$ cat src/design/ssh_auth_failure_parser_macros.svh
// Assertion helpers shared by the parser modules.
`ifndef SSH_AUTH_FAILURE_PARSER_MACROS_SVH
`define SSH_AUTH_FAILURE_PARSER_MACROS_SVH

// Same-cycle implication, disabled while in reset.
`define SSHAFP_ASSERT_IMPL(label, clk, rst_n, ante, cons) \
  label: assert property (@(posedge clk) disable iff (!rst_n) (ante) |-> (cons)) \
    else $error("sshafp assertion failed");

// Next-cycle implication, disabled while in reset.
`define SSHAFP_ASSERT_NEXT(label, clk, rst_n, ante, cons) \
  label: assert property (@(posedge clk) disable iff (!rst_n) (ante) |=> (cons)) \
    else $error("sshafp assertion failed");

`endif

$ cat src/design/sshafp_pkg.sv
package sshafp_pkg;

  localparam int INDEX_BITS = 32;   // byte counter width, 8..32
  localparam int LEN_W      = 32;   // name-list length field
  localparam int CMP_W      = 34;   // headroom for index/length compares without wrap
  localparam int HDR_BYTES  = 5;    // type byte + 4 length bytes

  localparam int NAMES    = 3;
  localparam int NAME_MAX = 9;
  localparam int TOK_W    = 4;

  localparam logic [7:0] CHAR_COMMA = 8'h2c;
  localparam logic [7:0] CHAR_NUL   = 8'h00;

  // Names packed first character in the top byte; password padded at the end.
  localparam logic [NAMES-1:0][8*NAME_MAX-1:0] NAME_TEXT =
    {"hostbased", {"password", 8'h00}, "publickey"};
  localparam logic [NAMES-1:0][TOK_W-1:0] NAME_LEN = {4'd9, 4'd8, 4'd9};

  localparam int QDEPTH = 2;   // power of two
  localparam int QPTR_W = 1;
  localparam int QCNT_W = 2;

  typedef logic [1:0] outcome_t;
  localparam outcome_t OUT_PARTIAL = 2'd0;
  localparam outcome_t OUT_FAILURE = 2'd1;
  localparam outcome_t OUT_ERROR   = 2'd2;

  typedef enum logic [1:0] {
    KIND_SKIP,
    KIND_LIST,
    KIND_LIST_END,
    KIND_PARTIAL
  } kind_t;

  typedef struct packed {
    kind_t      kind;
    logic [7:0] data;
    logic       last;
    logic       err;     // framing bad for a final byte
    logic       len_nz;  // name list not empty
  } item_t;

  function automatic logic [7:0] name_char(input logic [1:0] k, input logic [TOK_W-1:0] pos);
    logic [TOK_W-1:0] p_rev;
    p_rev = TOK_W'(NAME_MAX - 1) - pos;
    name_char = (pos < TOK_W'(NAME_MAX)) ? NAME_TEXT[k][{p_rev, 3'b000} +: 8] : 8'h00;
  endfunction

  // Names whose full text has been matched by the current token.
  function automatic logic [NAMES-1:0] token_hits(input logic [NAMES-1:0] alive,
                                                  input logic [TOK_W-1:0] pos);
    logic [NAMES-1:0] h;
    h = '0;
    for (int k = 0; k < NAMES; k++) begin
      h[k] = alive[k] && (pos == NAME_LEN[k]);
    end
    token_hits = h;
  endfunction

  function automatic logic [NAMES-1:0] feed_char(input logic [NAMES-1:0] alive,
                                                 input logic [TOK_W-1:0] pos,
                                                 input logic [7:0] c);
    logic [NAMES-1:0] a;
    a = '0;
    for (int k = 0; k < NAMES; k++) begin
      a[k] = alive[k] && (pos < NAME_LEN[k]) && (name_char(2'(k), pos) == c);
    end
    feed_char = a;
  endfunction

endpackage

$ cat src/design/sshafp_front.sv
module sshafp_front (
  input  logic                 clk,
  input  logic                 rst_n,
  input  logic                 in_valid,
  output logic                 in_ready,
  input  logic [7:0]           in_payload_byte,
  input  logic                 in_last_byte,
  input  logic                 q_full,
  output logic                 q_push,
  output sshafp_pkg::item_t    q_item
);

  logic [sshafp_pkg::INDEX_BITS-1:0] idx_r, idx_nxt;
  logic [sshafp_pkg::LEN_W-1:0]      len_r, len_nxt;
  logic [sshafp_pkg::CMP_W-1:0]      lim_r, lim_nxt;   // list length + 5

  logic                         sat;
  logic [sshafp_pkg::CMP_W-1:0] idx_c, idx_inc;
  logic                         len_zone, list_zone;

  assign in_ready = !q_full;
  assign q_push   = in_valid && !q_full;

  assign sat       = (idx_r == {sshafp_pkg::INDEX_BITS{1'b1}});
  assign idx_c     = sshafp_pkg::CMP_W'(idx_r);
  assign idx_inc   = idx_c + sshafp_pkg::CMP_W'(1);
  assign len_zone  = (idx_r >= sshafp_pkg::INDEX_BITS'(1)) &&
                     (idx_r <= sshafp_pkg::INDEX_BITS'(4));
  assign list_zone = (idx_r >= sshafp_pkg::INDEX_BITS'(sshafp_pkg::HDR_BYTES)) && !sat;

  always_comb begin
    q_item.data   = in_payload_byte;
    q_item.last   = in_last_byte;
    q_item.kind   = sshafp_pkg::KIND_SKIP;
    if (list_zone) begin
      if (idx_c < lim_r) begin
        q_item.kind = (idx_inc == lim_r) ? sshafp_pkg::KIND_LIST_END : sshafp_pkg::KIND_LIST;
      end else if (idx_c == lim_r) begin
        q_item.kind = sshafp_pkg::KIND_PARTIAL;
      end
    end
    // total = idx+1 must equal len+6, i.e. idx == len+5
    q_item.err    = sat || (idx_r < sshafp_pkg::INDEX_BITS'(sshafp_pkg::HDR_BYTES)) ||
                    (idx_c != lim_r);
    q_item.len_nz = (len_r != '0);
  end

  always_comb begin
    idx_nxt = sat ? idx_r : idx_r + sshafp_pkg::INDEX_BITS'(1);
    len_nxt = len_zone ? {len_r[sshafp_pkg::LEN_W-9:0], in_payload_byte} : len_r;
    lim_nxt = sshafp_pkg::CMP_W'(len_nxt) + sshafp_pkg::CMP_W'(sshafp_pkg::HDR_BYTES);
    if (in_last_byte) begin
      idx_nxt = '0;
      len_nxt = '0;
      lim_nxt = sshafp_pkg::CMP_W'(sshafp_pkg::HDR_BYTES);
    end
  end

  always_ff @(posedge clk) begin
    if (!rst_n) begin
      idx_r <= '0;
      len_r <= '0;
      lim_r <= sshafp_pkg::CMP_W'(sshafp_pkg::HDR_BYTES);
    end else if (q_push) begin
      idx_r <= idx_nxt;
      len_r <= len_nxt;
      lim_r <= lim_nxt;
    end
  end

endmodule

$ cat src/design/sshafp_queue.sv
`include "ssh_auth_failure_parser_macros.svh"

module sshafp_queue (
  input  logic               clk,
  input  logic               rst_n,
  input  logic               push,
  input  sshafp_pkg::item_t  push_item,
  output logic               full,
  input  logic               pop,
  output logic               head_valid,
  output sshafp_pkg::item_t  head_item
);

  sshafp_pkg::item_t                 slot_r [sshafp_pkg::QDEPTH];
  logic [sshafp_pkg::QPTR_W-1:0]     wr_ptr_r, rd_ptr_r;
  logic [sshafp_pkg::QCNT_W-1:0]     count_r;

  assign full       = (count_r == sshafp_pkg::QCNT_W'(sshafp_pkg::QDEPTH));
  assign head_valid = (count_r != '0);
  assign head_item  = slot_r[rd_ptr_r];

  always_ff @(posedge clk) begin
    if (push) begin
      slot_r[wr_ptr_r] <= push_item;
    end
  end

  always_ff @(posedge clk) begin
    if (!rst_n) begin
      wr_ptr_r <= '0;
      rd_ptr_r <= '0;
      count_r  <= '0;
    end else begin
      if (push) wr_ptr_r <= wr_ptr_r + sshafp_pkg::QPTR_W'(1);
      if (pop)  rd_ptr_r <= rd_ptr_r + sshafp_pkg::QPTR_W'(1);
      if (push && !pop)      count_r <= count_r + sshafp_pkg::QCNT_W'(1);
      else if (pop && !push) count_r <= count_r - sshafp_pkg::QCNT_W'(1);
    end
  end

  `SSHAFP_ASSERT_IMPL(a_cnt_bound, clk, rst_n, 1'b1, count_r <= sshafp_pkg::QCNT_W'(sshafp_pkg::QDEPTH))
  `SSHAFP_ASSERT_IMPL(a_ptr_gap, clk, rst_n, 1'b1, (wr_ptr_r - rd_ptr_r) == count_r[sshafp_pkg::QPTR_W-1:0])
  `SSHAFP_ASSERT_NEXT(a_cnt_up, clk, rst_n, push && !pop, count_r == $past(count_r) + sshafp_pkg::QCNT_W'(1))

endmodule

$ cat src/design/sshafp_back.sv
`include "ssh_auth_failure_parser_macros.svh"

module sshafp_back (
  input  logic                clk,
  input  logic                rst_n,
  input  logic                q_valid,
  input  sshafp_pkg::item_t   q_item,
  output logic                q_pop,
  output logic                out_valid,
  input  logic                out_ready,
  output logic [2:0]          out_method_mask,
  output logic                out_mask_valid,
  output logic [1:0]          out_outcome
);

  logic [sshafp_pkg::TOK_W-1:0] tok_pos_r, tok_pos_nxt;
  logic [sshafp_pkg::NAMES-1:0] alive_r, alive_nxt;
  logic [sshafp_pkg::NAMES-1:0] found_r, found_nxt;
  logic                         ended_r, ended_nxt;
  logic                         partial_r, partial_nxt;

  logic                         out_valid_r;
  logic [2:0]                   out_mask_r, res_mask;
  logic                         out_mv_r, res_mv;
  sshafp_pkg::outcome_t         out_outcome_r, res_outcome;

  logic out_free;
  logic is_list;

  assign out_free = !out_valid_r || out_ready;
  assign q_pop    = q_valid && (!q_item.last || out_free);
  assign is_list  = (q_item.kind == sshafp_pkg::KIND_LIST) ||
                    (q_item.kind == sshafp_pkg::KIND_LIST_END);

  // Token matcher and partial-success capture.
  always_comb begin
    tok_pos_nxt = tok_pos_r;
    alive_nxt   = alive_r;
    found_nxt   = found_r;
    ended_nxt   = ended_r;
    partial_nxt = partial_r;
    if (is_list && !ended_r) begin
      if (q_item.data == sshafp_pkg::CHAR_NUL) begin
        found_nxt   = found_nxt | sshafp_pkg::token_hits(alive_nxt, tok_pos_nxt);
        ended_nxt   = 1'b1;
        alive_nxt   = '0;
        tok_pos_nxt = '0;
      end else if (q_item.data == sshafp_pkg::CHAR_COMMA) begin
        found_nxt   = found_nxt | sshafp_pkg::token_hits(alive_nxt, tok_pos_nxt);
        alive_nxt   = '1;
        tok_pos_nxt = '0;
      end else begin
        alive_nxt   = sshafp_pkg::feed_char(alive_r, tok_pos_r, q_item.data);
        tok_pos_nxt = (tok_pos_r == '1) ? tok_pos_r : tok_pos_r + sshafp_pkg::TOK_W'(1);
      end
      // list end closes the open token
      if (!ended_nxt && q_item.kind == sshafp_pkg::KIND_LIST_END) begin
        found_nxt   = found_nxt | sshafp_pkg::token_hits(alive_nxt, tok_pos_nxt);
        alive_nxt   = '1;
        tok_pos_nxt = '0;
      end
    end
    if (q_item.kind == sshafp_pkg::KIND_PARTIAL) begin
      partial_nxt = (q_item.data != 8'h00);
    end
  end

  always_comb begin
    res_mask    = '0;
    res_mv      = 1'b0;
    res_outcome = sshafp_pkg::OUT_ERROR;
    if (!q_item.err) begin
      if (partial_nxt) begin
        if (q_item.len_nz) begin
          res_outcome = sshafp_pkg::OUT_PARTIAL;
          res_mask    = found_nxt;
          res_mv      = 1'b1;
        end
      end else begin
        res_outcome = sshafp_pkg::OUT_FAILURE;
        if (q_item.len_nz) begin
          res_mask = found_nxt;
          res_mv   = 1'b1;
        end
      end
    end
  end

  always_ff @(posedge clk) begin
    if (!rst_n) begin
      tok_pos_r   <= '0;
      alive_r     <= '1;
      found_r     <= '0;
      ended_r     <= 1'b0;
      partial_r   <= 1'b0;
      out_valid_r <= 1'b0;
    end else begin
      if (q_pop) begin
        if (q_item.last) begin
          tok_pos_r <= '0;
          alive_r   <= '1;
          found_r   <= '0;
          ended_r   <= 1'b0;
          partial_r <= 1'b0;
        end else begin
          tok_pos_r <= tok_pos_nxt;
          alive_r   <= alive_nxt;
          found_r   <= found_nxt;
          ended_r   <= ended_nxt;
          partial_r <= partial_nxt;
        end
      end
      if (q_pop && q_item.last) begin
        out_valid_r <= 1'b1;
      end else if (out_ready) begin
        out_valid_r <= 1'b0;
      end
    end
  end

  always_ff @(posedge clk) begin
    if (q_pop && q_item.last) begin
      out_mask_r    <= res_mask;
      out_mv_r      <= res_mv;
      out_outcome_r <= res_outcome;
    end
  end

  assign out_valid       = out_valid_r;
  assign out_method_mask = out_mask_r;
  assign out_mask_valid  = out_mv_r;
  assign out_outcome     = out_outcome_r;

  `SSHAFP_ASSERT_NEXT(a_clear_after_last, clk, rst_n, q_pop && q_item.last, !ended_r && (alive_r == '1) && (found_r == '0))
  `SSHAFP_ASSERT_IMPL(a_ended_dead, clk, rst_n, ended_r, alive_r == '0)
  `SSHAFP_ASSERT_IMPL(a_err_no_mask, clk, rst_n, out_valid_r && (out_outcome_r == sshafp_pkg::OUT_ERROR), (out_mask_r == '0) && !out_mv_r)

endmodule

$ cat src/design/ssh_auth_failure_parser.sv
// Channel   Direction  Payload                                       Handshake
// in_       input      payload_byte[7:0], last_byte                  in_valid / in_ready
// out_      output     method_mask[2:0], mask_valid, outcome[1:0]    out_valid / out_ready
//
// One byte per cycle sustained unless out_ stalls. A byte is classified by the front
// counter and enters a two-entry queue; the matcher drains one entry per cycle, save a
// last byte held for out_ready. A result shows on out_ the cycle after it leaves the queue.
// Reset (rst_n low, synchronous) empties the queue and clears parser state.
// Output stalls back up through the queue; in_ready depends only on queue fill.
module ssh_auth_failure_parser (
  input  logic       clk,
  input  logic       rst_n,
  input  logic       in_valid,
  output logic       in_ready,
  input  logic [7:0] in_payload_byte,
  input  logic       in_last_byte,
  output logic       out_valid,
  input  logic       out_ready,
  output logic [2:0] out_method_mask,
  output logic       out_mask_valid,
  output logic [1:0] out_outcome
);

  // front -> queue
  logic              q_push, q_full;
  sshafp_pkg::item_t q_in_item;
  // queue -> back
  logic              q_pop, q_valid;
  sshafp_pkg::item_t q_head;

  // Front: byte counter, list length, field classification, framing check.
  sshafp_front u_front (
    .clk            (clk),
    .rst_n          (rst_n),
    .in_valid       (in_valid),
    .in_ready       (in_ready),
    .in_payload_byte(in_payload_byte),
    .in_last_byte   (in_last_byte),
    .q_full         (q_full),
    .q_push         (q_push),
    .q_item         (q_in_item)
  );

  // Decouples the two halves so an output stall does not hit in_ready directly.
  sshafp_queue u_queue (
    .clk       (clk),
    .rst_n     (rst_n),
    .push      (q_push),
    .push_item (q_in_item),
    .full      (q_full),
    .pop       (q_pop),
    .head_valid(q_valid),
    .head_item (q_head)
  );

  // Back: name matching, partial-success byte, result register.
  sshafp_back u_back (
    .clk            (clk),
    .rst_n          (rst_n),
    .q_valid        (q_valid),
    .q_item         (q_head),
    .q_pop          (q_pop),
    .out_valid      (out_valid),
    .out_ready      (out_ready),
    .out_method_mask(out_method_mask),
    .out_mask_valid (out_mask_valid),
    .out_outcome    (out_outcome)
  );

endmodule

$ cat config.mk
export PLATFORM = sky130hd
export DESIGN_NAME = ssh_auth_failure_parser
export DESIGN_NICKNAME = d
export VERILOG_FILES = /design/src/design/sshafp_pkg.sv /design/src/design/sshafp_front.sv /design/src/design/sshafp_queue.sv /design/src/design/sshafp_back.sv /design/src/design/ssh_auth_failure_parser.sv
export VERILOG_INCLUDE_DIRS = /design/src /design/src/design
export SDC_FILE = /design/constraint.sdc
export NUM_CORES = 1
export LEC_CHECK = 0
export ABC_AREA = 1
export BUFFER_PORTS_ARGS = -buffer_cell sky130_fd_sc_hd__buf_2
export CAP_MARGIN = 25
export CORE_MARGIN = 10
export CORE_UTILIZATION = 55
export DETAILED_ROUTE_END_ITERATION = 12
export PLACE_DENSITY = 0.71
export SYNTH_ARGS = -nofsm -noshare
export SYNTH_HDL_FRONTEND = slang
export SYNTH_SLANG_ARGS = --single-unit
$ cat constraint.sdc
create_clock -name clk -period 2.9 [get_ports clk]
set_input_delay 0.58 -clock clk [delete_from_list [all_inputs] [get_ports clk]]
set_output_delay 0.58 -clock clk [all_outputs]
set_load 0.01 [all_outputs]
==> results.md, run 1 <==
* Outcome: finished clean
* DRC Markers at 0
* Final instance area at 12000 sq um
* Initial antenna violation count at 0
* Area grow syn2layout at 14.6%
* Final Setup Violations at 0
* Total of warnings raised by yosys at 0
* Critical Path Fanout Max at 9
* Antenna Nets Post-Route at 0
* Number of synthesized flops with an enable pin at 32
* Critical Path Sink Type: flip-flop
* Setup Total Neg Slack at 0 ns
* Most common cell after layout, fill and taps aside: nand2_1
* Ant. Diodes at 0
* Most frequent cells in the layout: 518 x nand2_1, 193 x inv_1, 167 x nor2_1
* Vias in the first global route at 10124
* TritonCTS clock tree: built
* H-Tree Depth at 4
* Netlist cell types at 49
* GRT Total Usage at 27.0%
* Asr flop ratio synth at 0%
* Worst rel slew slack at 59.7%
* Initial detailed-routing violation count at 895
* Die Wd at 158 microns
* CP Launch Type: flip-flop
* Layout cells sized above 1 at 13.7%
* Layout Skew at 0.0158 ns
* First-pass GRT wire length at 52.9 mm
* Via density per instance at 5.55
* Fin crit share at 96.2%
* Leak Pwr at 5.25 nW
* Mapped Area at 10500 sq um
* Area after DPL at 11200 sq um
* Ys flop type: dfxtp_1
* RSZ-0062 raised after global routing: yes
* Nets at 1772
* Fmax at 358 MHz
* Num CTS Buffers at 17
* # rows at 50
* Sequential-to-total area share from yosys stat at 31.2%
* Critical path arrival at 3.03 ns
* Critical Path RT at 3.14 ns
* Effective utilization at floorplan at 56.0%
* PortBufs at 20
* Peak VDD IR at 0.478 mV
* Clock Tree Buf Depth at 2
* IO Count at 21
* Crit path time final at 2.79 ns
* Sink Count at 147
* WL final at 33.6 mm
* Clock Pin Slew Worst Setup and Hold Paths at 0.07 ns
* Max Cap Viol at 0
* Total number of vias at 10863
* Final GP Congestion at 0.963
* Largest net degree at the start of global routing at 48
* Dpl hpwl at 25.3 mm
* Drt pass-1 iters at 5
* Worst hold path type: input pin to flip-flop
* Syn Area/Cell at 6.39 sq um
* Die Ht at 158 microns
* Gate Count Post-Synth at 1639
* Clock root cell: clkbuf_16
* Grt ovf at 0
* Final hold violations at 0
* Total core area at 18700 sq um
* PD cells at 605 nW/um^2
* DR WL/cell at 17.2 microns
* Pins over their slew limit at 0
* Full die area at 25000 sq um
* Mapped Nets at 1699
* Clock latency on the worst-skew pair at 0.44 ns
* #FFs+latches synth at 147
* Critical path class: flip-flop to flip-flop
* Tightest Pin Transition at 0.599 ns
[what timing repair did]
action                                  in CTS  in global routing
setup buffers                                0                  3
endpoints found under the setup margin       0                 31
hold buffers                                 0                  0
resized for setup                            0                 41
[state kept, by name, summed over array words and instances (netlist names), named ones only]
| name | count |
|---|---|
| u_back.alive_r | 3 |
| u_back.ended_r | 1 |
| u_back.found_r | 3 |
| u_back.out_mask_valid | 1 |
| u_back.out_method_mask | 3 |
| u_back.out_outcome | 2 |
| u_back.out_valid | 1 |
| u_back.partial_r | 1 |
| u_back.tok_pos_r | 4 |
| u_front.idx_r | 32 |
| u_front.len_r | 32 |
| u_front.lim_r | 33 |
| u_queue.count_r | 2 |
| u_queue.rd_ptr_r | 1 |
| u_queue.slot_r | 26 |
| u_queue.wr_ptr_r | 1 |
[through the flow]
step	setup slack, ns	utilization [%]	cells	total power [W]	hold WS [ns]
floorplan	0.334	-	1639	0.00418	0.426
global placement	0.0905	60.0	1922	0.00488	0.439
detailed placement	0.0740	60.0	1922	0.00491	0.447
CTS	0.0414	63.1	1954	0.00717	0.357
global route	-0.0491	64.2	1959	0.00769	0.358
finish	0.111	64.2	1959	0.00726	0.367
[cell usage after synthesis (3+ instances only)]
| cell type | number | area share (%) |
|---|---|---|
| nand2_1 | 523 | 19 |
| inv_1 | 196 | 7.0 |
| nor2_1 | 180 | 6.5 |
| dfxtp_1 | 115 | 22 |
| a21oi_1 | 111 | 5.3 |
| nand3_1 | 99 | 4.7 |
| o21ai_0 | 56 | 2.7 |
| ha_1 | 47 | 5.6 |
| nand4_1 | 33 | 2.0 |
| edfxtp_1 | 32 | 9.2 |
| clkbuf_1 | 27 | 0.97 |
| nor3_1 | 25 | 1.2 |
| xor2_1 | 25 | 2.1 |
| nand2_2 | 17 | 1.0 |
| nor2_2 | 17 | 1.0 |
| o21ai_1 | 17 | 0.81 |
| nor4_1 | 10 | 0.60 |
| buf_2 | 9 | 0.43 |
| o21a_1 | 9 | 0.65 |
| o21ai_2 | 9 | 0.75 |
| o21bai_1 | 8 | 0.57 |
| o211ai_1 | 7 | 0.50 |
| inv_2 | 6 | 0.22 |
| buf_6 | 5 | 0.54 |
| nand3b_1 | 5 | 0.36 |
| o22ai_1 | 5 | 0.30 |
| or2_2 | 5 | 0.30 |
| xnor2_1 | 4 | 0.33 |
| clkinv_1 | 3 | 0.11 |
| nand2_4 | 3 | 0.32 |
| nand3_2 | 3 | 0.29 |
| nor2_4 | 3 | 0.32 |
| o221ai_1 | 3 | 0.25 |
[per-layer routing]
metal,vias to the layer above,track usage (%),share of wire [%]
met5,-,0,0
met4,0,11.0,3.6
met3,76,4.04,5.4
met2,369,46.3,48
met1,4989,33.1,43
li1,5429,-,-
[layout make-up]
class / instances / area [sq um]
Timing Repair Buffer: 100 / 756
Fill cell: 1811 / 6700
Inverter: 205 / 769
Clock inverter: 14 / 149
Multi-Input combinational cell: 1241 / 6330
Clock buffer: 18 / 439
Sequential cell: 147 / 3260
Tap cell: 234 / 293
[logic make-up after synthesis]
logic type	after synthesis	synth area share, %
AO/OA/AOI/OAI	231	12.3
AND/OR/NAND/NOR	931	38.3
XOR/XNOR	31	2.86
adder cells (fa/ha/maj)	47	5.61
flip-flops	147	31.2
buffers and inverters	252	9.83
[path summary, 6_finish.rpt]
check,startpoint,to,slack (ns),cells past startpoint
max,u_front.idx_r[2]$_SDFFE_PN0P_,u_queue.slot_r[0][12]$_DFFE_PP_,0.11,11
min,in_payload_byte[5],u_queue.slot_r[0][8]$_DFFE_PP_,0.37,1
max reg2reg,u_front.idx_r[2]$_SDFFE_PN0P_,u_queue.slot_r[0][12]$_DFFE_PP_,0.11,11
min reg2reg,u_front.lim_r[4]$_SDFFE_PN0P_,u_front.lim_r[4]$_SDFFE_PN0P_,0.46,2
[worst max-delay path: stages, from the launching register on]
cell and delay [ns]:
dfxtp_1 0.54, nand3_1 0.15, inv_1 0.27, nand2_1 0.25, xor2_1 0.27, xor2_1 0.20, nand3b_1 0.16, nor2_1 0.19
nand2_1 0.10, nor2_1 0.11, nand3_1 0.09, a21oi_1 0.26
[report_power, final]
part           internal, W  switching, W  leakage, nW
Combinational     0.000822       0.00177         3.75
Clock              0.00130      0.000973        0.282
Sequential         0.00229      0.000109         1.22
Total              0.00441       0.00285         5.25
Note: power is estimated with default switching activity, not from simulation.
==> run 2, diff against run 1 <==
- ABC_AREA: 1 -> 0
==> results.md, run 2 <==
* Fmax at 334 MHz
* Layout cells sized above 1 at 23.7%
* Netlist cell types at 77
* Final GP Congestion at 0.977
* Asr flop ratio synth at 0%
* R2R Setup Slk at -0.09 ns
* Top flop regs: u_front.lim_r x33, u_front.idx_r x32, u_front.len_r x32
* Post-synthesis simple-gate area fraction at 26.3%
* Critical path class: flip-flop to flip-flop
* RSZ-0062 raised after global routing: yes
* DR WL/cell at 20.1 microns
* #FFs+latches synth at 147
* Layout Skew at 0.00930 ns
* Critical Path RT at 3.20 ns
* WL met2 at 16.1 mm
* Crit path time final at 2.99 ns
* Most common cell in the netlist: dfxtp_1
* Fin crit share at 103%
* Total number of vias at 10365
* Reg with most FFs: u_front.lim_r
* Worst rel slew slack at 58.4%
* Die Wd at 158 microns
* Synth top cells by count: 115 x dfxtp_1, 91 x nand2_1, 84 x o21ai_0
* Critical Path Fanout Max at 6
* Full die area at 25100 sq um
* Mapped Nets at 1331
* Highest routed layer: met4
* Most common cell after layout, fill and taps aside: buf_4
* Clock Tree Buf Depth at 2
* DRC Markers at 0
* Outcome: finished with violations
* Largest net degree at the start of global routing at 36
* Top cells by area, synth: dfxtp_1 22%, edfxtp_1 9.1%, ha_1 5.6%
* DRT met1 WL at 14.2 mm
* Most frequent cells in the layout: 155 x buf_4, 104 x dfxtp_1, 89 x nand2_1
* Max Cap Viol at 0
* Compound-Gate Fraction of Synth Area at 18.8%
* Drt pass-1 iters at 5
* PD cells at 521 nW/um^2
* Critical path arrival at 3.29 ns
* Hold_buf cts at 0
* Beginning of the worst register-to-register path: u_front.idx_r[8]$_SDFFE_PN0P_
* Via density per instance at 6.33
* Synth Area in XOR/XNOR at 6.91%
* Failing checks: setup timing
* Leak Pwr at 4.86 nW
* Max reg flops at 33
* Sink Count at 147
* Clock latency on the worst-skew pair at 0.43 ns
* Top cell type by total area after synthesis: dfxtp_1
* WL final at 33.0 mm
* Final hold violations at 0
* Fin util at 69.5%
* IO Count at 21
* Hold slack at 0.400 ns
* Peak VDD IR at 0.497 mV
* Clock root cell: clkbuf_16
* Ys flop type: dfxtp_1
* Nets at 1450
* Critical Path Sink Type: flip-flop
* PortBufs at 20
* Area grow syn2layout at 24.0%
* CP Launch Type: flip-flop
* Gate Count Post-Synth at 1271
* Die Ht at 158 microns
* Dpl hpwl at 23.0 mm
* CP startpoint: u_front.idx_r[8]$_SDFFE_PN0P_
* Grt ovf at 0
* Total of warnings raised by yosys at 0
* Total core area at 18800 sq um
* Mapped Area at 10500 sq um
* TritonCTS clock tree: built
* Mux share of post-synthesis cell area at 5.66%
* Post-Synth Adder-Cell Area at 5.59%
* Tightest Pin Transition at 0.618 ns
* First-pass GRT wire length at 50.8 mm
* Vias in the first global route at 9762
* GRT Total Usage at 25.3%
* DR WL met3 at 1.97 mm
* Sequential-to-total area share from yosys stat at 31.0%
* Ant. Diodes at 0
* Effective utilization at floorplan at 56.1%
* Initial antenna violation count at 0
* Pins over their slew limit at 0
* Final Setup Violations at 12
* Syn Area/Cell at 8.28 sq um
* H-Tree Depth at 4
* Number of synthesized flops with an enable pin at 32
* Clock Pin Slew Worst Setup and Hold Paths at 0.06 ns
* Initial detailed-routing violation count at 868
* Setup Total Neg Slack at -0.502 ns
* Largest family of logic cells by synthesized area: simple AND/OR/NAND/NOR gates
* Hold path start: in_payload_byte[1]
* Num CTS Buffers at 17
* Area share of the largest cell type after synthesis at 21.9%
* Antenna Nets Post-Route at 0
* # rows at 50
* Final Worst Setup Slack at -0.0897 ns
* Worst hold path type: input pin to flip-flop
* Power consumption at 0.00679 W
## run 2: cell types whose count changed after synthesis, moves of 21 or more
cell      before  now
xnor2_1        4   53
a22oi_1        0   28
o21ai_0       56   84
a21oi_1      111   50
and2_1         0   28
nand3_1       99   42
nor2b_1        0   48
nor2_1       180   71
clkbuf_1      27   68
nand2_1      523   91
o22ai_1        5   26
mux2i_1        0   43
inv_1        196   53
## run 2: critical path: stages (launching register included)
cell and delay, ns:
dfxtp_2 0.32, buf_6 0.12, nor4_4 0.32, nand3_2 0.16, a2111oi_4 0.30, buf_4 0.20
mux2_4 0.18, ha_4 0.16, nor2_2 0.05, mux2i_4 0.21, nand4_4 0.23, o31a_1 0.34
o21ai_1 0.13, o221ai_1 0.12
## run 2: logic make-up after synthesis
group           Yosys count
simple gates            487
flops                   147
xor+xnor                 83
fa+ha+maj                47
buf+inv                 146
mux                      57
compound gates          304
## run 2: area by class of cell
type	instances	area, sq um
clock buffer	20	447
clock inverter	12	203
fill	1490	5720
inverter	53	199
multi-input combinational	979	7110
sequential	147	3280
tap	234	293
timing repair buffer	192	1520
## run 2: metrics by stage
stage	instance area (sq um)	setup WS, ns	cells
final	13000	-0.0897	1637
after global routing	13000	-0.192	1637
after CTS	12600	-0.0236	1624
after detailed placement	11800	-0.220	1587
after global placement	11800	-0.199	1587
after floorplan	10600	-0.433	1271
## run 2: power by group
group / leakage, nW / switching (W) / internal [W] / total, W
Sequential: 1.23 / 0.000101 / 0.00223 / 0.00233
Clock: 0.315 / 0.000907 / 0.00155 / 0.00246
Combinational: 3.32 / 0.00117 / 0.000831 / 0.00200
## run 2: layer usage
metal / GRT usage, % / vias up
li1: - / 4892
met4: 8.56 / 0
met2: 43.1 / 397
met5: 0 / -
met3: 3.24 / 74
met1: 32.4 / 5002
## run 2: worst paths after layout
| check | cells past startpoint | endpoint |
|---|---|---|
| min reg2reg | 2 | u_front.lim_r[31]$_SDFFE_PN0P_ |
| min | 1 | u_queue.slot_r[1][4]$_DFFE_PP_ |
| max reg2reg | 13 | u_front.lim_r[18]$_SDFFE_PN0P_ |
| max | 13 | u_front.lim_r[18]$_SDFFE_PN0P_ |
## run 2: repair_timing
action	in CTS	in global routing
cloned	1	2
endpoints found under the setup margin	38	50
resized for setup	20	73
setup buffers	4	12
pin swaps	15	40
